### config.mk
export PLATFORM = sky130hd
export DESIGN_NAME = mbe_ctrl
export DESIGN_NICKNAME = d
export VERILOG_FILES = /design/src/mbe_pkg.sv /design/src/mbe_ctrl.sv
export SDC_FILE = /design/constraint.sdc
export NUM_CORES = 1
export LEC_CHECK = 0
export ABC_AREA = 1
export BUFFER_PORTS_ARGS = -buffer_cell sky130_fd_sc_hd__buf_2
export CAP_MARGIN = 0
export CORE_AREA = 2 2 39 41
export DETAILED_ROUTE_END_ITERATION = 8
export DIE_AREA = 0 0 41 43
export MAX_ROUTING_LAYER = met4
export PLACE_DENSITY = 0.48
export REMOVE_ABC_BUFFERS = 1
export SLEW_MARGIN = 20
export SYNTH_ARGS = -nofsm -noshare
export SYNTH_HDL_FRONTEND = slang
export SYNTH_SLANG_ARGS = --single-unit
### constraint.sdc
create_clock -name clock -period 2.7 [get_ports clock]
set_clock_uncertainty 0.05 [all_clocks]
set_input_delay 0.27 -clock clock [delete_from_list [all_inputs] [get_ports clock]]
set_output_delay 0.27 -clock clock [all_outputs]
set_load 0.02 [all_outputs]
### src/mbe_pkg.sv
package mbe_pkg;

   localparam int COUNT_W = 16;
   localparam int CSR_ADDR_W = 3;
   localparam int CSR_DATA_W = 32;
   localparam logic [CSR_ADDR_W-3:0] CSR_MAX_ITERATIONS = 1'b0;
   localparam logic [COUNT_W-1:0] MAX_ITERATIONS_RESET = 16'd2000;

   typedef struct packed {
      logic signed [31:0] c_real;
      logic signed [31:0] c_imag;
   } req_payload_type;

   typedef struct packed {
      logic [COUNT_W-1:0] iteration_count;
      logic inside_set;
   } rsp_payload_type;

   typedef struct packed {
      logic load;
      logic mul;
      logic update;
      logic finish;
   } dp_cmd_type;

   typedef struct packed {
      logic at_limit;
      logic escape;
   } dp_status_type;

endpackage

### src/mbe_ctrl.sv
module mbe_ctrl (
   input  logic clock,
   input  logic reset,
   input  logic start,
   output logic busy,
   output logic rsp_valid,
   output mbe_pkg::dp_cmd_type cmd,
   input  mbe_pkg::dp_status_type status
);

   localparam logic [1:0] S_IDLE = 2'd0;
   localparam logic [1:0] S_LOOP = 2'd1;
   localparam logic [1:0] S_TEST = 2'd2;

   logic [1:0] state_ff, state_in;
   logic valid_ff, valid_in;

   always_comb begin
      state_in = state_ff;
      valid_in = 1'b0;
      cmd = '0;
      case (state_ff)
         S_IDLE: begin
            if (start) begin
               cmd.load = 1'b1;
               state_in = S_LOOP;
            end
         end
         S_LOOP: begin
            if (status.at_limit) begin
               cmd.finish = 1'b1;
               valid_in = 1'b1;
               state_in = S_IDLE;
            end else begin
               cmd.mul = 1'b1;
               state_in = S_TEST;
            end
         end
         S_TEST: begin
            if (status.escape) begin
               cmd.finish = 1'b1;
               valid_in = 1'b1;
               state_in = S_IDLE;
            end else begin
               cmd.update = 1'b1;
               state_in = S_LOOP;
            end
         end
         default: begin
            state_in = S_IDLE;
         end
      endcase
   end

   always_ff @(posedge clock) begin
      if (reset) begin
         state_ff <= S_IDLE;
         valid_ff <= 1'b0;
      end else begin
         state_ff <= state_in;
         valid_ff <= valid_in;
      end
   end

   assign busy = (state_ff != S_IDLE);
   assign rsp_valid = valid_ff;

endmodule

==> results.md <==
* Layout cells sized above 1 at 29.17%
* Setup TNS at 0 ps
* #FFs+latches synth at 3
* Synth Warn # at 0
* CTS resizes at 0
* Post-DR vias/cell at 3.406
* Gate power share at between 20% and 30%
* CP required at 2380 ps
* Post-DR wirelength/cell at between 6 and 7 um
* Vias after detailed routing at 218
* Skew-Pair Late Insertion Delay at between 200 and 250 ps
* Final weighted congestion in routability-driven placement at roughly 0.69
* Switching share of power at about a third
* Area Overhead vs Synth at 39.66%
* Nets@finish at 58
* Total chip power at 0.1796 mW
* Post-synthesis instance area at ~220 sq um
* Met3 wire len at between 40 and 50 um
* Switch Pwr at between 0.05 and 0.06 mW
* Worst setup EP type: output pin
* TritonCTS Buffers at 3
* CTS tree: yes
* Avg Inst Size Synth at approximately 6.4 sq um
* Die H at about 43 um
* Htree depth at 1
* Core Util, Final at a little under a quarter
* Relative slew slack at about 89%
* Row count at 14
* Clk Tree Root Cell: clkbuf_4
* DRC viols at 0
* Core area at approximately 1400 sq um
* Dominant cell type by area after synthesis: dfxtp_1
* Sequential-to-total area share from yosys stat at roughly 27%
* Max Slew Vio Count at 0
* First-pass GRT wire length at about 660 um
* Initial antenna violation count at 0
* Ant diodes at 0
* Congestion Overflow GR at 0
* Hold WS at around 180 ps
* Overall Global Routing Usage at roughly 6.2%
* Number of fill cells in the layout at 162
* Top-area cell type share of the netlist area at 26.82%
* DRT iter0 DRCs at 1
* Worst-Margin Slew at 171.4 ps
* Clock group share of total power at between 40 and 50%
* Post-CTS Setup Bufs at 0
* Post-synthesis cell type count at 9
* Final WL at roughly 440 um
* IO buf count at 10
* Fin crit share at 58.45%
* Critical path peak fanout at 4
* DIE AREA at approximately 1800 sq um
* Io pins at 11
* Status: finished, final reports clean
* # hold bufs at CTS at 0
* CTS sink cnt at 3
* PwrDens at 574.2 nW/um^2
* Final setup fails at 0
* Min-delay worst type: input pin to register
* Crit Path Class: register to output pin
* RSZ-0062 raised after global routing: false
* Lkg Pwr at approximately 0.19 nW
* Setup ws final at ~1100 ps
* Clock Pin Slew Worst Setup and Hold Paths at ~40 ps
* Pin count of the biggest net entering global routing at 5
* Wl on met1 at 234 um
* Post-DP HPWL at between 300 and 400 um
* CTS Buffer Depth at 2
* Area contributors post-synth: dfxtp_1 27%, ha_1 22%, nand2_1 17%, inv_1 15%, a21oi_1 6.7%
* Fin. Hold Viols at 0
* Number of global-route vias before repair at around 180
* Detail Route Antenna Nets at 0
* Min Tclk post-route at approximately 1600 ps
* Mapped Cells at 35
* FMAX at about 630 MHz
* Die width at slightly above 40 um
* Pre-antenna DRT Iters at 2
* Top sig layer: met3
* Initial Util at roughly 16%
* Setup WS pre-CTS at 1354 ps
* Pint at 0.1217 mW
* Worst path arrival time at between 1000 and 1500 ps
* VDD IR max at 0.0001478 V
* Metal2 WL at around 160 um
* Crit start category: register
* Sequential power share at 28.6%
* Max Cap Violations at 0
[cells in the final DEF, fill, tap and decap left out]
master,count
inv_2,1
ha_1,4
nor2_1,3
inv_1,9
a21oi_1,3
dfxtp_1,3
nand2_1,10
clkbuf_4,3
clkbuf_1,1
nor3_1,1
buf_2,10
[routing by layer]
| metal | up-vias | track usage [%] |
|---|---|---|
| li1 | 124 | - |
| met1 | 85 | 8.013 |
| met2 | 9 | 6.250 |
| met3 | 0 | 3.141 |
| met4 | 0 | 6.000 |
| met5 | - | - |
[state kept, by name, indices dropped and copies added (netlist names)]
signal / cells
rsp_valid: 1
state_ff: 2
[Yosys cell counts]
| cell | count |
|---|---|
| a21oi_1 | 3 |
| buf_4 | 1 |
| inv_2 | 1 |
| nand2_1 | 10 |
| nor2_1 | 3 |
| nor3_1 | 1 |
| dfxtp_1 | 3 |
| ha_1 | 4 |
| inv_1 | 9 |
[metrics by stage]
step	instance area, sq um	instances
finish	312.8	64
global route	312.8	64
CTS	312.8	64
detailed placement	286.5	60
global placement	286.5	60
floorplan	216.5	34
[cell type report]
class | count | area, sq um | share of cell area [%]
inverter | 10 | 37.54 | 12.00
timing repair buffer | 10 | 50.05 | 16.00
sequential | 3 | 60.06 | 19.20
multi-input combinational | 21 | 118.9 | 38.00
tap | 16 | 20.02 | 6.400
clock buffer | 4 | 26.28 | 8.400
[final timing paths]
check               from          end  slack, ps  depth (start not counted)
max          state_ff[0]       cmd[0]       1120                          5
min reg2reg  state_ff[0]  state_ff[0]        450                          2
max reg2reg  state_ff[0]  state_ff[1]       1500                          5
min                reset  state_ff[0]        180                          2
[logic make-up (layout without fill, tap and decap cells)]
logic type | after synthesis | in the layout | synth area share [%]
AO/OA/AOI/OAI | 3 | 3 | 6.702
adder cells (fa/ha/maj) | 4 | 4 | 22.35
buffers and inverters | 11 | 24 | 20.11
flip-flops | 3 | 3 | 26.82
AND/OR/NAND/NOR | 14 | 14 | 24.02
[power groups by stage]
stage,clock [mW],sequential (mW),combinational [mW]
2_1_floorplan,0,0.0519,0.0348
3_3_place_gp,0,0.0522,0.0509
3_5_place_dp,0,0.0522,0.0510
4_1_cts,0.0828,0.0515,0.0516
5_1_grt,0.0860,0.0522,0.0587
6_report,0.0779,0.0514,0.0503
[critical path, stage by stage, from the launching register on]
cell     delay (ps)
dfxtp_1         370
inv_1            80
ha_1            290
inv_1            50
nor2_1           80
buf_2           160
Note: power is estimated with default switching activity, not from simulation.
