$ cat src/mbe_pkg.sv
package mbe_pkg;

   localparam int COUNT_W = 16;
   localparam int CSR_ADDR_W = 3;
   localparam int CSR_DATA_W = 32;
   localparam logic [CSR_ADDR_W-3:0] CSR_MAX_ITERATIONS = 1'b0;
   localparam logic [COUNT_W-1:0] MAX_ITERATIONS_RESET = 16'd2000;

   typedef struct packed {
      logic signed [31:0] c_real;
      logic signed [31:0] c_imag;
   } req_payload_type;

   typedef struct packed {
      logic [COUNT_W-1:0] iteration_count;
      logic inside_set;
   } rsp_payload_type;

   typedef struct packed {
      logic load;
      logic mul;
      logic update;
      logic finish;
   } dp_cmd_type;

   typedef struct packed {
      logic at_limit;
      logic escape;
   } dp_status_type;

endpackage

$ cat src/mbe_csr.sv
module mbe_csr (
   input  logic clock,
   input  logic reset,
   input  logic psel,
   input  logic penable,
   input  logic pwrite,
   input  logic [mbe_pkg::CSR_ADDR_W-1:0] paddr,
   input  logic [mbe_pkg::CSR_DATA_W-1:0] pwdata,
   output logic [mbe_pkg::CSR_DATA_W-1:0] prdata,
   output logic pready,
   output logic [mbe_pkg::COUNT_W-1:0] max_iterations
);

   logic [mbe_pkg::COUNT_W-1:0] max_iter_ff;
   logic [mbe_pkg::COUNT_W-1:0] max_iter_in;
   logic hit;

   assign pready = 1'b1;
   assign hit = (paddr[mbe_pkg::CSR_ADDR_W-1:2] == mbe_pkg::CSR_MAX_ITERATIONS);

   always_comb begin
      max_iter_in = max_iter_ff;
      if (psel && penable && pwrite && hit) begin
         max_iter_in = pwdata[mbe_pkg::COUNT_W-1:0];
      end
   end

   always_ff @(posedge clock) begin
      if (reset) begin
         max_iter_ff <= mbe_pkg::MAX_ITERATIONS_RESET;
      end else begin
         max_iter_ff <= max_iter_in;
      end
   end

   always_comb begin
      prdata = '0;
      if (hit) begin
         prdata = {{(mbe_pkg::CSR_DATA_W-mbe_pkg::COUNT_W){1'b0}}, max_iter_ff};
      end
   end

   assign max_iterations = max_iter_ff;

endmodule

$ cat config.mk
export PLATFORM = sky130hd
export DESIGN_NAME = mbe_csr
export DESIGN_NICKNAME = d
export VERILOG_FILES = /design/src/mbe_pkg.sv /design/src/mbe_csr.sv
export SDC_FILE = /design/constraint.sdc
export NUM_CORES = 1
export LEC_CHECK = 0
export ABC_AREA = 1
export BUFFER_PORTS_ARGS = -buffer_cell sky130_fd_sc_hd__buf_2
export CORE_UTILIZATION = 30
export CTS_CLUSTER_DIAMETER = 100
export DETAILED_ROUTE_END_ITERATION = 16
export PLACE_DENSITY_LB_ADDON = 0.2
export SYNTH_ARGS = -nofsm -noshare
export SYNTH_HDL_FRONTEND = slang
export SYNTH_SLANG_ARGS = --single-unit
export TNS_END_PERCENT = 50
$ cat constraint.sdc
create_clock -name clock -period 0.8 [get_ports clock]
set_input_delay 0.12 -clock clock [delete_from_list [all_inputs] [get_ports clock]]
set_output_delay 0.12 -clock clock [all_outputs]
set_load 0.005 [all_outputs]
==> results.cfg, run 1 <==
[final_layout]
n_antenna_cell = 0
drive_gt1_share_pct = 45.5
fin_util_pct = 44.8
finalNonFillerCells = 255
area_delta_synth_final_pct = 42.2
n_fill_cell = 351
seq_area_sq_um = 340
nets = 252
final_common_cell = buf_2
multi_input_area_sq_um = 412
largest_reg_flops = 16
most-common-layout-cells = buf_2 (51), nor2_1 (35), inv_1 (24)

[synthesis]
yosysSeqAreaShare_pct = 33.6
synthTopCellsByArea = dfxtp_1 (34%), nor2_1 (15%), buf_4 (14%)
synthMuxAreaShare_pct = 0
synthAdderAreaFrac_pct = 0
synth_top_area_share_pct = 33.6
synth_top_family_by_area = simple AND/OR/NAND/NOR gates
synth_area_sq_um = 955
syn_area_per_cell_sq_um = 6.36
ys_ff_latch = 16
synth-xor-area-share_pct = 0
syn_inst = 150
ys_types = 14
yosys.area_share.simple_pct = 35.9
yosysTopAreaCell = dfxtp_1
synth-compound-area-share_pct = 0
yosys_warnings = 0

[power]
power_density_nw_per_um2 = 1280
p_int_mw = 1.28
ir_drop_mv = 0.495
switching_share_pct = 26.2
combPwrFrac_pct = 20.0
leakage_nw = 0.828
p_switching_mw = 0.456
seq_power_share_pct = 49.0
p_clk_share_pct = 31.0

[worst_setup_path]
critPathRequiredTime_ps = 680
reg2reg_from = max_iterations[14]$_SDFFE_PP0P_
reg2reg_depth = 3
crit_family = flip-flops
path_cells = inv_2, nor2_2, buf_2
r2r_slack_ps = 110
rr_endpoint = max_iterations[14]$_SDFFE_PP0P_
cp-start-kind = flop
setup.worst_path.class = reg -> out
cp.arrival_ps = 870
worst-path-max-fanout = 2
worst-path-buf-inv = 2
crit_slowest_cell = dfxtp_2
endpoint_kind = output port
worst_path_largest_cell_delay_ps = 350

[detailed_routing]
drtAntennaViolNets = 0
route.detailed.drc = 0
drtIter0Drc = 6
drt-wirelength-per-cell_microns = 8.11
via_per_inst = 3.71
vias = 945
firstDrtPassIters = 3
routed_wl_microns = 2070

[sta]
fin_skew_ps = 0
period_needed_ps = 991
finalSetupViolCount = 32
max_freq_mhz = 1010
hold_viol = 0
finalCritPeriodShare_pct = 124
slew_violations = 0
grt_setup_unrepaired = yes
timing.final.ws_setup_ps = -191

[clock_network]
htree_levels = 1
clock_latency_ps = 290
cts_hold_buf = 0
path_clk_slew_ps = 90
cts_tree = done
clockBufferDepth = 2
clock-sinks = 16
cts_buffers = 3
clock-root-buffer = clkbuf_4

[place]
dp.cells = 248
gp_congestion = 0.763
hpwl_microns = 1620
io_buffers = 53

[grt]
grt_start_max_net_pins = 17
grt_pass1_wl_microns = 3130
antenna_found_initial = 0
grt_usage_pct = 12.2
grt_overflow = 0
grt_pass1_vias = 729

[hold_path]
min_from = pwdata[4]
hold_end = max_iterations[4]$_SDFFE_PP1P_
hold_class = in -> reg
hold_depth = 3

[floorplanning]
die_y_microns = 58.4
initial_utilization_pct = 31.5
core_area_sq_um = 3030
die_area_sq_um = 3410
io_pins = 89
fp-row-count = 20
die_x_microns = 58.4

[run_status]
failed_checks = negative setup slack
status = finished with violations

[flow_run]
drv_cap = 0
==> power by group through the flow <==
stage,registers [mW],logic (mW),clock network (mW)
final,0.851,0.348,0.539
after global routing,0.856,0.398,0.597
after floorplan,0.864,0.228,0
after global placement,0.863,0.333,0
after detailed placement,0.864,0.333,0
after CTS,0.851,0.333,0.567
==> stage by stage <==
stage / TNS, ps / cell area, sq um / setup WS, ps / power, mW / hold slack [ps]
3_5_place_dp: -1360 / 1250 / -105 / 1.20 / 336
5_1_grt: -5660 / 1360 / -262 / 1.85 / 32.2
2_1_floorplan: 0 / 1010 / 24.2 / 1.09 / 246
3_3_place_gp: -1520 / 1250 / -126 / 1.20 / 335
4_1_cts: -4470 / 1310 / -211 / 1.75 / 21.9
6_report: -4070 / 1360 / -191 / 1.74 / 30.6
==> tightest hold or removal path: stages <==
cell and delay [ps]:
buf_2 70, nand2_1 40, nand3_1 60
==> Yosys cell counts, drive strengths merged <==
| library cell | n |
|---|---|
| clkinv | 1 |
| nand3 | 16 |
| dfxtp | 16 |
| inv | 29 |
| buf | 21 |
| conb | 2 |
| nand2 | 25 |
| nor2 | 38 |
| clkbuf | 2 |
==> kinds of logic after synthesis <==
logic type / Yosys count
buffers and inverters: 53
and+or+nand+nor: 79
DFF: 16
other: 2
==> final cells by class <==
| class | instances | share of cell area (%) |
|---|---|---|
| timing repair buffer | 65 | 29.5 |
| tap | 44 | 4.06 |
| inverter | 30 | 8.39 |
| sequential | 16 | 25.1 |
| clock buffer | 4 | 2.67 |
| multi-input combinational | 96 | 30.3 |
==> worst max path at each step <==
stage / start / end / cells after the start
CTS: max_iterations[11]$_SDFFE_PP0P_ / prdata[11] / 3
finish: max_iterations[14]$_SDFFE_PP0P_ / prdata[14] / 3
global placement: paddr[2] / max_iterations[9]$_SDFFE_PP1P_ / 6
global route: max_iterations[5]$_SDFFE_PP0P_ / prdata[5] / 3
floorplan: paddr[2] / max_iterations[1]$_SDFFE_PP0P_ / 6
detailed placement: paddr[2] / max_iterations[9]$_SDFFE_PP1P_ / 6
==> metal layers <==
layer / GRT usage [%] / share of wire [%] / vias to the layer above
met5: 0 / 0 / -
met4: 8.16 / 2.6 / 0
met3: 0.659 / 4.4 / 5
met2: 21.8 / 49 / 36
met1: 13.9 / 44 / 388
li1: - / - / 516
==> what timing repair did <==
action | 4_1_cts | 5_1_grt
endpoints found under the setup margin | 32 | 32
setup buffers | 0 | 3
pin swaps | 5 | 7
gates resized for setup | 16 | 11
(Power assumes the default switching activity.)
==> run 2: changes to the inputs <==
==> constraint.sdc (replaced) <==
create_clock -name clock -period 0.8 [get_ports clock]
set_input_delay 0 -clock clock [delete_from_list [all_inputs] [get_ports clock]]
set_output_delay 0 -clock clock [all_outputs]
set_load 0.005 [all_outputs]
==> results.cfg, run 2 (same netlist as run 1, synthesis figures left out) <==
[final_layout]
drive_gt1_share_pct = 45.6
final_common_cell = buf_2
finalNonFillerCells = 261
multi_input_area_sq_um = 412
area_delta_synth_final_pct = 48.5
fin_area_sq_um = 1420
n_antenna_cell = 0
largest_reg_flops = 16
seq_area_sq_um = 340
most-common-layout-cells = buf_2 (51), nor2_1 (35), nand2_1 (23)
n_fill_cell = 339
nets = 258

[clock_network]
cts_buffers = 3
path_clk_slew_ps = 90
clock_latency_ps = 280
clock-sinks = 16
clock-root-buffer = clkbuf_4
clockBufferDepth = 2
cts_tree = done
htree_levels = 1

[floorplanning]
core_area_sq_um = 3030
die_area_sq_um = 3410
initial_utilization_pct = 31.5
fp-row-count = 20
die_y_microns = 58.4
die_x_microns = 58.4
io_pins = 89

[run_status]
status = finished with violations
failed_checks = negative setup slack

[sta]
finalCritPeriodShare_pct = 108
finalSetupViolCount = 19
fin_skew_ps = 0
tns_ps = -788
grt_setup_unrepaired = yes
slew_violations = 0
timing.final.ws_setup_ps = -60.8
max_freq_mhz = 1160
period_needed_ps = 861
hold_viol = 0

[place]
hpwl_microns = 1570
io_buffers = 53
dp_slack_ps = 8.13
dp.cells = 246
gp_congestion = 0.767
dpl_cell_area_sq_um = 1240

[detailed_routing]
firstDrtPassIters = 4
vias = 978
via_per_inst = 3.75
drtAntennaViolNets = 0
drtIter0Drc = 32
drt-wirelength-per-cell_microns = 8.13
routed_wl_microns = 2120
route.detailed.drc = 0

[worst_setup_path]
endpoint_kind = output port
worst-path-max-fanout = 3
critPathRequiredTime_ps = 800
cp-start-kind = flop
reg2reg_from = max_iterations[15]$_SDFFE_PP0P_
crit_start = max_iterations[8]$_SDFFE_PP1P_
setup.worst_path.class = reg -> out
cp.arrival_ps = 860

[grt]
grt_usage_pct = 12.9
grt_pass1_wl_microns = 3390
antenna_found_initial = 0
grt_start_max_net_pins = 17
grt_pass1_vias = 812
grt_overflow = 0

[hold_path]
hold_class = in -> reg
min_from = pwdata[14]

[power]
power_density_nw_per_um2 = 1230
ir_drop_mv = 0.488
leakage_nw = 0.852

[flow_run]
drv_cap = 0
run 2: metrics by stage:
stage	utilization (%)	total power, mW	hold WS (ps)
5_1_grt	46.8	1.86	47.5
2_1_floorplan	-	1.09	126
6_report	46.8	1.75	27.4
3_5_place_dp	40.9	1.19	218
4_1_cts	44.8	1.75	21.5
3_3_place_gp	40.9	1.19	214
run 2: final timing paths:
kind | end | slack (ps) | cells after the start
setup / recovery | prdata[8] | -60 | 3
setup reg to reg | max_iterations[15]$_SDFFE_PP0P_ | 100 | 3
hold reg to reg | max_iterations[4]$_SDFFE_PP1P_ | 470 | 2
hold / removal | max_iterations[14]$_SDFFE_PP0P_ | 30 | 5
run 2: layer usage:
metal	share of wire [%]	global-route usage (%)
met1	43	14.9
met2	51	24.1
met3	5.1	0.659
met4	1.1	6.12
met5	0	0
run 2: power breakdown:
group / internal [mW] / leakage (nW) / switching, mW
Sequential: 0.830 / 0.132 / 0.0215
Clock: 0.277 / 0.0210 / 0.248
Combinational: 0.191 / 0.699 / 0.180
run 2: layout make-up:
cell class / count / area share, %
clock buffer: 4 / 2.56
inverter: 30 / 8.03
multi-input combinational: 96 / 29.0
sequential: 16 / 24.0
tap: 44 / 3.88
timing repair buffer: 71 / 32.5
run 2: what timing repair did:
action,in CTS,in global routing
gates resized for setup,17,13
pin swaps,2,3
hold endpoints to repair,6,0
setup buffers,0,5
endpoints found under the setup margin,16,16
hold buffers,6,0
run 2: worst max-delay path, stage by stage, from the launching register on:
cell	delay, ps
dfxtp_2	350
inv_1	40
nor2_1	80
buf_2	110
==> run 3: changes to the inputs <==
- GPL_TIMING_DRIVEN: unset -> 0
- clock period: 0.8 -> 0.9 ns (I/O delays scaled with it)
==> results.cfg, run 3 (same netlist as run 1, synthesis figures left out) <==
[detailed_routing]
drtIter0Drc = 13
vias = 1002
route.detailed.drc = 0
via_per_inst = 3.64
drtAntennaViolNets = 0
drt-wirelength-per-cell_microns = 7.72
firstDrtPassIters = 4
routed_wl_microns = 2120

[floorplanning]
core_area_sq_um = 3030
initial_utilization_pct = 31.5
fp-row-count = 20
io_pins = 89
die_x_microns = 58.4
die_y_microns = 58.4
die_area_sq_um = 3410

[grt]
grt_pass1_vias = 762
grt_start_max_net_pins = 11
grt_overflow = 0
grt_usage_pct = 13.0
antenna_found_initial = 0
grt_pass1_wl_microns = 3390

[place]
io_buffers = 52
dp.cells = 261
gp_congestion = 0.689
hpwl_microns = 1670

[sta]
grt_setup_unrepaired = yes
finalSetupViolCount = 0
fin_skew_ps = 0
hold_viol = 0
max_freq_mhz = 1150
finalCritPeriodShare_pct = 96.2
slew_violations = 0
period_needed_ps = 866

[clock_network]
path_clk_slew_ps = 100
clockBufferDepth = 2
cts_tree = done
cts_buffers = 3
clock_latency_ps = 280
clock-sinks = 16
clock-root-buffer = clkbuf_4
htree_levels = 1

[worst_setup_path]
path_cells = inv_2, nor2_1, buf_2
cp-start-kind = flop
setup.worst_path.class = reg -> out
reg2reg_from = max_iterations[14]$_SDFFE_PP0P_
cp.arrival_ps = 870
worst_path_largest_cell_delay_ps = 350
crit_start = max_iterations[9]$_SDFFE_PP1P_
crit_slowest_cell = dfxtp_2
critPathRequiredTime_ps = 900
worst-path-max-fanout = 3
endpoint_kind = output port

[final_layout]
drive_gt1_share_pct = 47.2
area_delta_synth_final_pct = 54.3
most-common-layout-cells = buf_2 (53), nor2_1 (37), nand2_1 (23)
final_common_cell = buf_2
nets = 272
n_antenna_cell = 0
largest_reg_flops = 16
finalNonFillerCells = 275

[hold_path]
min_from = reset
hold_class = in -> reg

[run_status]
status = complete, no violations

[power]
leakage_nw = 0.911
total_power_mw = 1.58
ir_drop_mv = 0.682
power_density_nw_per_um2 = 1080

[flow_run]
drv_cap = 0
[run 3: changes by cell type in the layout (fill, tap and decap cells not counted)]
| cell | delta |
|---|---|
| nor2_1 | +2 |
| clkbuf_1 | +2 |
| buf_2 | +2 |
| nor2_2 | -2 |
| buf_12 | -2 |
| buf_4 | +14 |
| buf_6 | -2 |
[run 3: path summary, 6_finish.rpt]
kind	cells after the start	to	slack, ps
hold / removal	4	max_iterations[15]$_SDFFE_PP0P_	20
setup / recovery	3	prdata[9]	30
setup reg to reg	3	max_iterations[14]$_SDFFE_PP0P_	210
hold reg to reg	2	max_iterations[4]$_SDFFE_PP1P_	470
[run 3: power breakdown]
part / switching [mW] / internal [mW]
Combinational: 0.161 / 0.189
Clock: 0.233 / 0.246
Sequential: 0.0178 / 0.737
Total: 0.411 / 1.17
[run 3: layer usage]
layer | share of wire, % | up-vias | wire (microns) | global-route usage [%]
met4 | 1.1 | 0 | 24 | 6.12
met2 | 48 | 37 | 1010 | 22.2
met5 | 0 | - | 0 | 0
li1 | - | 557 | - | -
met1 | 46 | 406 | 971 | 16.6
met3 | 5.5 | 2 | 116 | 0.879
[run 3: area by class of cell]
type / count / area [sq um]
Inverter: 30 / 114
Timing Repair Buffer: 62 / 350
Sequential cell: 16 / 340
Buffer: 23 / 170
Clock buffer: 4 / 36.3
Tap cell: 44 / 55.1
Fill cell: 343 / 1560
Multi-Input combinational cell: 96 / 407
[run 3: what timing repair did]
| action | CTS | global route |
|---|---|---|
| pin swaps | 0 | 1 |
| setup buffers | 0 | 4 |
| gates cloned | 0 | 0 |
| hold buffers | 6 | 0 |
| setup endpoints to repair | 3 | 16 |
| hold endpoints to repair | 6 | 0 |
| resized for setup | 3 | 21 |
[run 3: through the flow]
step	setup WS (ps)	TNS, ps	util [%]	instance area [sq um]	hold WS, ps
3_3_place_gp	-38.7	-282	43.8	1330	214
6_report	33.8	0	48.6	1470	17.3
4_1_cts	4.23	0	47.1	1430	12.3
5_1_grt	-18.5	-120	48.6	1470	42.0
3_5_place_dp	-40.1	-258	43.8	1330	217
2_1_floorplan	244	0	-	1010	126
[run 3: worst max-delay path, delay by kind of cell (launching register included)]
| kind | cells | cell delay, ps |
|---|---|---|
| buffers and inverters | 2 | 160 |
| flip-flops | 1 | 350 |
| AND/OR/NAND/NOR | 1 | 80 |
